**config.mk**
```make
export PLATFORM = sky130hd
export DESIGN_NAME = two_way_insertion_sorter_unit
export DESIGN_NICKNAME = d
export VERILOG_FILES = /design/src/rtl/twis_pkg.sv /design/src/rtl/two_way_insertion_sorter_unit.sv /design/src/rtl/twis_dpath.sv /design/src/rtl/twis_ctrl.sv
export SDC_FILE = /design/constraint.sdc
export NUM_CORES = 2
export LEC_CHECK = 0
export ABC_AREA = 1
export BUFFER_PORTS_ARGS = -buffer_cell sky130_fd_sc_hd__buf_2
export CELL_PAD_IN_SITES_DETAIL_PLACEMENT = 1
export CELL_PAD_IN_SITES_GLOBAL_PLACEMENT = 1
export CORE_AREA = 2 2 443 445
export CTS_CLUSTER_DIAMETER = 60
export DETAILED_ROUTE_END_ITERATION = 7
export DIE_AREA = 0 0 445 447
export PLACE_DENSITY_LB_ADDON = 0.12
export SLEW_MARGIN = 20
export SYNTH_ARGS = -nofsm -noshare
export SYNTH_HDL_FRONTEND = slang
export SYNTH_HIERARCHICAL = 1
export SYNTH_SLANG_ARGS = --single-unit
```
**constraint.sdc**
```tcl
create_clock -name clk -period 5.25 [get_ports clk]
set_input_delay 0.525 -clock clk [delete_from_list [all_inputs] [get_ports clk]]
set_output_delay 0.525 -clock clk [all_outputs]
set_load 0.02 [all_outputs]
```
**src/rtl/twis_pkg.sv**
```systemverilog
// Shared types for the two-way insertion sorter.
// Command and status groups between controller and datapath.
// No dependencies.
`timescale 1ns / 1ps

package twis_pkg;

	// controller -> datapath
	typedef struct packed {
		logic classify;    // pick pivot/front/back, init search bounds
		logic search_rd;   // probe store at midpoint
		logic search_cmp;  // narrow bounds with probe word
		logic shift_init;
		logic shift_step;  // move one word one slot
		logic place;       // write new word, update region bounds
		logic emit_init;
		logic emit_step;   // read one word for output
		logic clear;       // end of run: empty the store
	} cmd_t;

	// datapath -> controller
	typedef struct packed {
		logic last;
		logic full;
		logic direct;       // no search needed (pivot or first front word)
		logic search_more;
		logic shift_more;
		logic emit_last;
	} stat_t;

endpackage

```
**src/rtl/two_way_insertion_sorter_unit.sv**
```systemverilog
// Two-way insertion sorter, top level.
// Channels: input words are taken when start is high and busy is low; each
// word carries value and last_item. Results appear on sorted_value,
// end_of_run and overflow for one cycle each, marked by strobe; the
// receiver cannot stall, so every strobed word must be taken as shown.
// Per input word, the pivot or the first front word goes straight from
// classify to place; any other word takes binary-search probes (at most
// log2(DEPTH)+1 probes), then one shift step per shifted word, a flush
// and place, sequenced around the single read and single write port of
// the element store. A word arriving at a full store is dropped in the
// classify state. On a word with last_item set, the place state (or, at
// a full store, the classify state) is followed by emit setup and the emit
// states; results come from registered reads, one result per cycle, front
// region then back region, in ascending signed order; end_of_run marks the
// final result, overflow is high on all results of a set that dropped
// words beyond DEPTH. The store is then empty and busy falls in the cycle
// after the final strobe.
// Reset clears the region bounds, counts and flags; store contents are not
// cleared and need no clearing pass.
// Depends on twis_pkg, twis_ctrl, twis_dpath.
`timescale 1ns / 1ps

module two_way_insertion_sorter_unit #(
	parameter int DEPTH      = 64,
	parameter int DATA_WIDTH = 32
) (
	input  logic                  clk,
	input  logic                  arst_n,
	input  logic                  start,
	output logic                  busy,
	input  logic [DATA_WIDTH-1:0] value,
	input  logic                  last_item,
	output logic                  strobe,
	output logic [DATA_WIDTH-1:0] sorted_value,
	output logic                  end_of_run,
	output logic                  overflow
);
	import twis_pkg::*;

	cmd_t  cmd;
	stat_t stat;
	logic  load;

	twis_ctrl u_ctrl (
		.clk    (clk),
		.arst_n (arst_n),
		.start  (start),
		.busy   (busy),
		.load   (load),
		.stat   (stat),
		.cmd    (cmd)
	);

	twis_dpath #(
		.DEPTH      (DEPTH),
		.DATA_WIDTH (DATA_WIDTH)
	) u_dpath (
		.clk          (clk),
		.arst_n       (arst_n),
		.load         (load),
		.value        (value),
		.last_item    (last_item),
		.cmd          (cmd),
		.stat         (stat),
		.strobe       (strobe),
		.sorted_value (sorted_value),
		.end_of_run   (end_of_run),
		.overflow     (overflow)
	);

endmodule

```
**src/rtl/twis_dpath.sv**
```systemverilog
// Datapath of the two-way insertion sorter: element store, region bounds,
// binary search bounds, shift and output pointers.
// Depends on twis_pkg.
`timescale 1ns / 1ps

module twis_dpath #(
	parameter int DEPTH      = 64,
	parameter int DATA_WIDTH = 32
) (
	input  logic                   clk,
	input  logic                   arst_n,
	input  logic                   load,
	input  logic [DATA_WIDTH-1:0]  value,
	input  logic                   last_item,
	input  twis_pkg::cmd_t         cmd,
	output twis_pkg::stat_t        stat,
	output logic                   strobe,
	output logic [DATA_WIDTH-1:0]  sorted_value,
	output logic                   end_of_run,
	output logic                   overflow
);
	import twis_pkg::*;

	localparam int AW = (DEPTH > 1) ? $clog2(DEPTH) : 1;
	localparam int IW = AW + 1;

	localparam logic [1:0] MODE_PIVOT = 2'd0;
	localparam logic [1:0] MODE_FIRST = 2'd1;
	localparam logic [1:0] MODE_FRONT = 2'd2;
	localparam logic [1:0] MODE_BACK  = 2'd3;

	logic [DATA_WIDTH-1:0] mem [DEPTH];
	logic [DATA_WIDTH-1:0] rdata_q;
	logic [DATA_WIDTH-1:0] v_q;
	logic [DATA_WIDTH-1:0] pivot_q;
	logic                  last_q;
	logic [1:0]            mode_q;
	logic [AW-1:0]         fs_q;
	logic [AW-1:0]         be_q;
	logic [IW-1:0]         cnt_q;
	logic                  ovf_q;
	logic [IW-1:0]         lo_q;
	logic [IW-1:0]         hi_q;
	logic [IW-1:0]         mid_q;
	logic [IW-1:0]         sptr_q;
	logic                  pend_q;
	logic [AW-1:0]         pwa_q;
	logic [AW-1:0]         eptr_q;
	logic                  efront_q;
	logic                  out_vld_s1;
	logic                  out_end_s1;

	logic [IW:0]           mid_sum;
	logic [IW-1:0]         mid;
	logic                  is_front;
	logic                  rd_en;
	logic [AW-1:0]         rd_addr;
	logic                  wr_en;
	logic [AW-1:0]         wr_addr;
	logic [DATA_WIDTH-1:0] wr_data;
	logic [AW-1:0]         target;

	assign mid_sum  = {1'b0, lo_q} + {1'b0, hi_q};
	assign mid      = mid_sum[IW:1];
	assign is_front = $signed(v_q) < $signed(pivot_q);

	assign stat.last        = last_q;
	assign stat.full        = cnt_q >= IW'(DEPTH);
	assign stat.direct      = (cnt_q == '0) || (is_front && fs_q == '0);
	assign stat.search_more = lo_q <= hi_q;
	assign stat.shift_more  = (mode_q == MODE_FRONT) ? (sptr_q <= hi_q) : (sptr_q >= lo_q);
	assign stat.emit_last   = !efront_q && (eptr_q == be_q);

	always_comb begin
		unique case (mode_q)
			MODE_PIVOT: target = '0;
			MODE_FIRST: target = AW'(DEPTH - 1);
			MODE_FRONT: target = hi_q[AW-1:0];
			MODE_BACK:  target = lo_q[AW-1:0];
			default:    target = '0;
		endcase
	end

	// one read port: search probe, shift source or output word
	always_comb begin
		rd_en   = cmd.search_rd | cmd.shift_step | cmd.emit_step;
		rd_addr = eptr_q;
		if (cmd.search_rd) begin
			rd_addr = mid[AW-1:0];
		end else if (cmd.shift_step) begin
			rd_addr = sptr_q[AW-1:0];
		end
	end

	// one write port: pending shifted word first, then the new word
	always_comb begin
		wr_en   = pend_q | cmd.place;
		wr_addr = target;
		wr_data = v_q;
		if (pend_q) begin
			wr_addr = pwa_q;
			wr_data = rdata_q;
		end
	end

	always_ff @(posedge clk) begin
		if (wr_en) begin
			mem[wr_addr] <= wr_data;
		end
	end

	always_ff @(posedge clk) begin
		if (rd_en) begin
			rdata_q <= mem[rd_addr];
		end
	end

	always_ff @(posedge clk) begin
		if (load) begin
			v_q <= value;
		end
		if (cmd.place && mode_q == MODE_PIVOT) begin
			pivot_q <= v_q;
		end
		if (cmd.search_rd) begin
			mid_q <= mid;
		end
		if (cmd.shift_step) begin
			pwa_q <= (mode_q == MODE_FRONT) ? AW'(sptr_q[AW-1:0] - 1'b1)
			                                : AW'(sptr_q[AW-1:0] + 1'b1);
		end
		if (cmd.classify) begin
			if (is_front) begin
				lo_q <= {1'b0, fs_q};
				hi_q <= IW'(DEPTH - 1);
			end else begin
				lo_q <= '0;
				hi_q <= {1'b0, be_q};
			end
		end else if (cmd.search_cmp) begin
			if ($signed(rdata_q) <= $signed(v_q)) begin
				lo_q <= IW'(mid_q + 1'b1);
			end else begin
				hi_q <= IW'(mid_q - 1'b1);
			end
		end
		if (cmd.shift_init) begin
			sptr_q <= (mode_q == MODE_FRONT) ? {1'b0, fs_q} : {1'b0, be_q};
		end else if (cmd.shift_step) begin
			sptr_q <= (mode_q == MODE_FRONT) ? IW'(sptr_q + 1'b1) : IW'(sptr_q - 1'b1);
		end
		if (cmd.emit_init) begin
			eptr_q <= fs_q;
		end else if (cmd.emit_step) begin
			eptr_q <= (efront_q && eptr_q == AW'(DEPTH - 1)) ? '0 : AW'(eptr_q + 1'b1);
		end
		if (cmd.emit_step) begin
			out_end_s1 <= stat.emit_last;
		end
	end

	always_ff @(posedge clk or negedge arst_n) begin
		if (!arst_n) begin
			last_q     <= 1'b0;
			mode_q     <= MODE_PIVOT;
			fs_q       <= '0;
			be_q       <= '0;
			cnt_q      <= '0;
			ovf_q      <= 1'b0;
			pend_q     <= 1'b0;
			efront_q   <= 1'b0;
			out_vld_s1 <= 1'b0;
		end else begin
			pend_q     <= cmd.shift_step;
			out_vld_s1 <= cmd.emit_step;
			if (load) begin
				last_q <= last_item;
			end
			if (cmd.classify) begin
				if (cnt_q == '0) begin
					mode_q <= MODE_PIVOT;
				end else if (!is_front) begin
					mode_q <= MODE_BACK;
				end else if (fs_q == '0) begin
					mode_q <= MODE_FIRST;
				end else begin
					mode_q <= MODE_FRONT;
				end
				if (stat.full) begin
					ovf_q <= 1'b1;
				end
			end
			if (cmd.place) begin
				cnt_q <= IW'(cnt_q + 1'b1);
				unique case (mode_q)
					MODE_PIVOT: begin
						fs_q <= '0;
						be_q <= '0;
					end
					MODE_FIRST: fs_q <= AW'(DEPTH - 1);
					MODE_FRONT: fs_q <= AW'(fs_q - 1'b1);
					MODE_BACK:  be_q <= AW'(be_q + 1'b1);
					default:    be_q <= be_q;
				endcase
			end
			if (cmd.emit_init) begin
				efront_q <= fs_q != '0;
			end else if (cmd.emit_step && efront_q && eptr_q == AW'(DEPTH - 1)) begin
				efront_q <= 1'b0;
			end
			if (cmd.clear) begin
				cnt_q <= '0;
				fs_q  <= '0;
				be_q  <= '0;
				ovf_q <= 1'b0;
			end
		end
	end

	// no front region: emit starts at slot 0
	assign strobe       = out_vld_s1;
	assign sorted_value = rdata_q;
	assign end_of_run   = out_end_s1;
	assign overflow     = ovf_q;

endmodule

```
**src/rtl/twis_ctrl.sv**
```systemverilog
// Controller of the two-way insertion sorter: sequences classify, search,
// shift, place and output phases. Depends on twis_pkg.
`timescale 1ns / 1ps

module twis_ctrl (
	input  logic            clk,
	input  logic            arst_n,
	input  logic            start,
	output logic            busy,
	output logic            load,
	input  twis_pkg::stat_t stat,
	output twis_pkg::cmd_t  cmd
);
	import twis_pkg::*;

	localparam logic [3:0] ST_IDLE       = 4'd0;
	localparam logic [3:0] ST_CLASSIFY   = 4'd1;
	localparam logic [3:0] ST_SEARCH_ADR = 4'd2;
	localparam logic [3:0] ST_SEARCH_CMP = 4'd3;
	localparam logic [3:0] ST_SHIFT      = 4'd4;
	localparam logic [3:0] ST_FLUSH      = 4'd5;
	localparam logic [3:0] ST_PLACE      = 4'd6;
	localparam logic [3:0] ST_EMIT_SETUP = 4'd7;
	localparam logic [3:0] ST_EMIT       = 4'd8;
	localparam logic [3:0] ST_EMIT_END   = 4'd9;

	logic [3:0] state_q;
	logic [3:0] state_nxt;

	assign busy = state_q != ST_IDLE;
	assign load = start && !busy;

	always_comb begin
		state_nxt = state_q;
		cmd       = '0;
		unique case (state_q)
			ST_IDLE: begin
				if (start) begin
					state_nxt = ST_CLASSIFY;
				end
			end
			ST_CLASSIFY: begin
				cmd.classify = 1'b1;
				if (stat.full) begin
					state_nxt = stat.last ? ST_EMIT_SETUP : ST_IDLE;
				end else if (stat.direct) begin
					state_nxt = ST_PLACE;
				end else begin
					state_nxt = ST_SEARCH_ADR;
				end
			end
			ST_SEARCH_ADR: begin
				if (stat.search_more) begin
					cmd.search_rd = 1'b1;
					state_nxt     = ST_SEARCH_CMP;
				end else begin
					cmd.shift_init = 1'b1;
					state_nxt      = ST_SHIFT;
				end
			end
			ST_SEARCH_CMP: begin
				cmd.search_cmp = 1'b1;
				state_nxt      = ST_SEARCH_ADR;
			end
			ST_SHIFT: begin
				if (stat.shift_more) begin
					cmd.shift_step = 1'b1;
				end else begin
					state_nxt = ST_FLUSH;
				end
			end
			// wait state before place; the last shifted word is already written in ST_SHIFT
			ST_FLUSH: begin
				state_nxt = ST_PLACE;
			end
			ST_PLACE: begin
				cmd.place = 1'b1;
				state_nxt = stat.last ? ST_EMIT_SETUP : ST_IDLE;
			end
			ST_EMIT_SETUP: begin
				cmd.emit_init = 1'b1;
				state_nxt     = ST_EMIT;
			end
			ST_EMIT: begin
				cmd.emit_step = 1'b1;
				if (stat.emit_last) begin
					state_nxt = ST_EMIT_END;
				end
			end
			ST_EMIT_END: begin
				cmd.clear = 1'b1;
				state_nxt = ST_IDLE;
			end
			default: begin
				state_nxt = ST_IDLE;
			end
		endcase
	end

	always_ff @(posedge clk or negedge arst_n) begin
		if (!arst_n) begin
			state_q <= ST_IDLE;
		end else begin
			state_q <= state_nxt;
		end
	end

endmodule

```
# ---- After elaboration in Yosys (flattened, before gate mapping)
# Memories as Yosys holds them, arrays and structs flattened. A register that Yosys moved wholly into a read port is not among the register bits.
# Cells that the tools add are included.
dict set report classes {
  reduce_logical 32
  magnitude_cmp 6
  bitwise_logic 3
  n_eq_ne 18
  addsub 11
  muxes 60
}
# operator n
set ops {}
lappend ops {{$mux 6} 14}
lappend ops {{$mux 7} 11}
lappend ops {{$pmux 4 s9} 1}
lappend ops {{$le 32x32->1} 1}
lappend ops {{$lt 32x32->1} 1}
lappend ops {{$mux 32} 1}
lappend ops {{$pmux 6 s4} 1}
lappend ops {{$add 7x1->7 const B} 3}
lappend ops {{$mux 1} 20}
lappend ops {{$add 6x1->6 const B} 3}
lappend ops {{$pmux 6 s3} 1}
lappend ops {{$eq 4x3->1 const B} 4}
lappend ops {{$mux 4} 4}
lappend ops {{$reduce_bool 2->1} 8}
lappend ops {{$le 7x7->1} 2}
lappend ops {{$sub 7x1->7 const B} 2}
lappend ops {{$pmux 6 s2} 1}
lappend ops {{$sub 6x1->6 const B} 2}
lappend ops {{$reduce_and 2->1} 5}
lappend ops {{$mux 3} 3}
lappend ops {{$add 7x7->8} 1}
lappend ops {{$eq 4x2->1 const B} 2}
lappend ops {{$eq 4x4->1 const B} 2}
lappend ops {{$ne 2x2->1 const B} 4}
lappend ops {{20 further kinds} 33}
dict set report word_totals {
  output_inout_bits 36
  ff_bits 135
  ram_bits 2048
  mem_count 1
  in_bits 36
  word_cells 150
}
# memory depth word_bits rd rd_ports_with_merged_regs write_ports line
set memory_table {}
lappend memory_table {u_dpath.mem 64 32 1 1 1 twis_dpath.sv:32} ;# logic [DATA_WIDTH-1:0] mem [DEPTH];

# ---- Logic depth before layout (Yosys ltp)
dict set report depth {
  word_depth 6
  ltp_mapped 30
  depth_no_buf 27
}

# ---- Hierarchy
# Netlist, hierarchy kept.
# mod n_inst area_each_um2 seq_area_each_um2 cells_each
set by_module_without_submodules {}
lappend by_module_without_submodules {twis_dpath 1 96236.0 66263.6 9071}
lappend by_module_without_submodules {twis_ctrl 1 385.4 100.1 61}

# ---- Worst setup path before layout
# No wires, ideal clock.
dict set report synth_path {
  kind {register to register}
  startpoint {reg u_dpath.mode_q[1]}
  endpoint {mem u_dpath.mem[32][0] (enable)}
  n_path_buf 1
  setup_slack_ps 498
  setup_ps 461
  stages_incl_launch_ff 8
  required_time_ps 4789
  arrival_time_ps 4291
  period_less_slack_ps 4752
  cell_sequence {dfrtp_1 > ha_1 > inv_1 > clkbuf_1 > o221ai_1 > a22oi_1 > nand3_1 > nor3_1}
}
dict set report synth_between {
  elab_chain_cells 3
  elab_cells_between_ends 6
  classes_between {3 x eq/ne; 2 x mux; 1 x reduce/logical}
}
# item line
set synth_rtl {}
lappend synth_rtl {{from (decl)} twis_dpath.sv:37} ;# logic [1:0] mode_q;
lappend synth_rtl {{from (signal assigned)} twis_dpath.sv:165} ;# mode_q <= MODE_PIVOT;
lappend synth_rtl {{from (signal assigned)} twis_dpath.sv:181} ;# mode_q <= MODE_PIVOT;
lappend synth_rtl {{from (signal assigned)} twis_dpath.sv:183} ;# mode_q <= MODE_BACK;
lappend synth_rtl {{$eq 2x2->1 (tied with other cells)} twis_dpath.sv:75} ;# unique case (mode_q)
lappend synth_rtl {{$pmux 6 s4 *} twis_dpath.sv:75}
lappend synth_rtl {{$mux 6 *} twis_dpath.sv:100} ;# if (pend_q) begin
lappend synth_rtl {{to (decl)} twis_dpath.sv:32}
# Every way passes the cells marked *; elsewhere a longest branch is shown, timed or not.

==> metrics.txt <==
global-route wire length before repair 474.5 mm; CTS tree built; worst hold path endpoint u_ctrl/state_q[0]; routability cong. 0.8650; CP required 5980 ps; Post-Synthesis Cells 9132; grt ovf 0; ratio of cells with drive above 1 in the final layout 8.947%; Sw Share 45.63%; core area 0.1942 mm2; Area Growth Syn to Fin 14.63%; Psw 34.53 mW; Final Hold Viols 0; worst-skew pair later-pin latency 900 ps; Max Root-Sink Buffers 3; post-synthesis sequential area ratio 68.68%; most frequent cells in the layout nand2_1 (4100), edfxtp_1 (2185), inv_1 (851); worst rel slew slack 18.30%; placed insts 11621; most common cell after layout, fill and taps aside nand2_1; Final Cycle Share 96.25%; FF-to-FF path depth 26; Total Wirelength 324.0 mm; largest net degree at the start of global routing 95; drt wl/cell 26.79 um; Setup Crit Path Kind reg -> reg; Setup violations, final 0; root buffer cell clkbuf_16; combinational share of power 47.8%; Iter 0 DRT Violations 8080; Worst Hold Depth 5; WP data arrival 5780 ps; clock buffer count from CTS 232; Lkg Pwr 45.15 nW; final setup TNS 0 ps; Final ANT Viol Nets 0; Total Routing Usage GR 32.52%; Synth Flop Type edfxtp_1; Max-cap violations 0; Syn Std Cell Area 0.09662 mm2; syn_area_per_cell 10.58 um2; P_int 41.15 mW; Clk pin slew, worst setup/hold paths 60 ps; Power per Cell Area 683.3 mW/mm2; vias in the first global route 72006; Clock Power Share 21.2%; Clock Skews 36.91 ps; Max rail drop VDD 0.5298 mV; Post-synth EDFFs 2185; Async S/R FF share, synth 1.354%; non-filler instance count after layout 12093; post-DP HPWL 192.4 mm; HP Start start; Hold WS 194.1 ps; clk sinks 2215; FF-to-FF End u_dpath/sorted_value[29]; via count 69737; Die Area 0.1989 mm2; Die Span X 445 um; Max Freq 197.9 MHz; synthesis-stage register bit count 2215; Worst Path Max Fanout 49; number of I/O port buffers 71; DR pass1 iterations 6; initial antenna violation count 13; syn_nets 9284; post-route minimum period 5053 ps; Final Core Density 57.04%; post-synth cell types 47; Flop pwr share 31.0%; drt via density 5.767; Die Y 447 um; status completed; layout net count 9508; slew at the pin closest to its max-slew limit 1225 ps; final slew viol count 0; worst min path class in -> reg; Worst setup EP type flop; filler instances 20316; placement row count 162; Ys Warns 6; DRC 0; startpoint types flop; depth of the CTS H-tree 4; Ports 72; Initial Util 49.76%; flop2flop setup slack 200 ps; Reg2Reg Launch Point u_dpath/lo_q[1]
## per-stage QoR
step                setup slack [ps]  power, mW  instance area [um2]
floorplan                      497.5      43.14                96620
global placement               218.8      57.93               102900
detailed placement             172.9      58.97               102900
CTS                            83.65      75.26               110500
global route                  -47.13      79.40               110700
finish                         196.6      75.68               110800
## cells by family (layout without fill, tap and decap cells)
family                     after synthesis  in the layout  share of synthesized area, %
AOI/OAI and AO/OA                      607            607                         4.130
xor gates and xnor gates                14             14                        0.1269
adders and majority gates              116            116                         1.533
buffers and inverters                 1322           1735                         5.742
DFF                                   2215           2215                         68.68
muxes                                    1              1                       0.01165
other                                    0              6                             0
and+or+nand+nor                       4857           4857                         19.77
## routing by layer
layer | share of wire (%) | global-route usage [%]
met1 | 42 | 45.53
met3 | 9.1 | 5.765
met2 | 46 | 51.63
met5 | 0.0059 | 0
met4 | 3.1 | 10.69
## worst max-delay path, stage by stage, from the launching register on
cell and delay [ps]:
edfxtp_1 520, ha_1 380, inv_1 100, nor2_1 50, nor2_1 80, nor2_1 50, nor2_1 130, o221ai_1 110
o21ai_0 280, nand3_2 160, inv_1 150, buf_4 300, nand2_1 190, nand2_8 210, buf_12 250, buf_4 320
buf_4 230, nand2_1 60, nand2_1 70, nand2_1 60, nand2_1 80, nand2_1 50, nand3_1 100, nand3_2 260
nand2_1 160, nand2_1 250, nand2_1 150
## cell type report
cell class                      instances  area, um2  area share, %
Multi-Input combinational cell       5595      25660          23.17
Sequential cell                      2215      66370          59.92
Clock buffer                          311       6145          5.548
Inverter                              862       3246          2.930
Timing Repair Buffer                  450       5020          4.532
Tap cell                             2542       3181          2.872
Antenna cell                            6      15.01        0.01356
Clock inverter                        112       1124          1.014
## worst max-delay path by stage
stage | startpoint | to | slack [ps] | depth (start not counted)
detailed placement | u_dpath/sptr_q[2] | u_dpath/sorted_value[23] | 170 | 28
global route | u_dpath/sptr_q[2] | u_dpath/sorted_value[28] | -50 | 29
floorplan | u_dpath/mode_q[1] | u_dpath/mem[32][0] | 500 | 7
CTS | u_dpath/sptr_q[2] | u_dpath/sorted_value[28] | 80 | 29
finish | u_dpath/lo_q[1] | u_dpath/sorted_value[29] | 200 | 26
global placement | u_dpath/sptr_q[2] | u_dpath/sorted_value[24] | 220 | 28
## power by group through the flow
stage | combinational, mW | clock (mW) | sequential (mW)
final | 36.2 | 16.1 | 23.4
after global routing | 39.1 | 16.9 | 23.5
after CTS | 35.6 | 16.2 | 23.4
after detailed placement | 35.2 | 0 | 23.8
after global placement | 34.2 | 0 | 23.7
after floorplan | 19.5 | 0 | 23.7
## sequential cells by signal (all words and copies together) (netlist names), 2 cells and up
name                  count
u_dpath/mid_q             7
u_dpath/mode_q            2
u_dpath/hi_q              7
u_dpath/fs_q              6
u_dpath/pivot_q          32
u_dpath/sptr_q            7
u_dpath/mem            2048
u_dpath/lo_q              7
u_dpath/sorted_value     32
u_dpath/be_q              6
u_dpath/eptr_q            6
u_dpath/pwa_q             6
u_dpath/cnt_q             7
u_ctrl/state_q            4
u_dpath/v_q              32
## synthesized netlist by cell type (9+ instances only)
cell,number,area (um2)
edfxtp_1,2185,65610
ha_1,112,1401
o211ai_1,339,2545
nor3_1,18,90.09
a21oi_1,69,345.3
dfrtp_1,30,750.7
nand2_1,4101,15390
buf_4,49,367.9
nor2_1,115,431.7
o21ai_0,151,755.7
inv_1,853,3202
nand3_1,586,2933
clkbuf_1,99,371.6
inv_2,9,33.78
buf_1,24,90.09
buf_2,282,1411
nand4_1,13,81.33
xor2_1,12,105.1
## timing repair
action / 4_1_cts / 5_1_grt
hold buffers: 34 / 0
buffers inserted: 0 / 3
endpoints found under the setup margin: 0 / 17
hold endpoints to repair: 63 / 0
resized for setup: 0 / 7
Power figures use the tool's default switching activity.
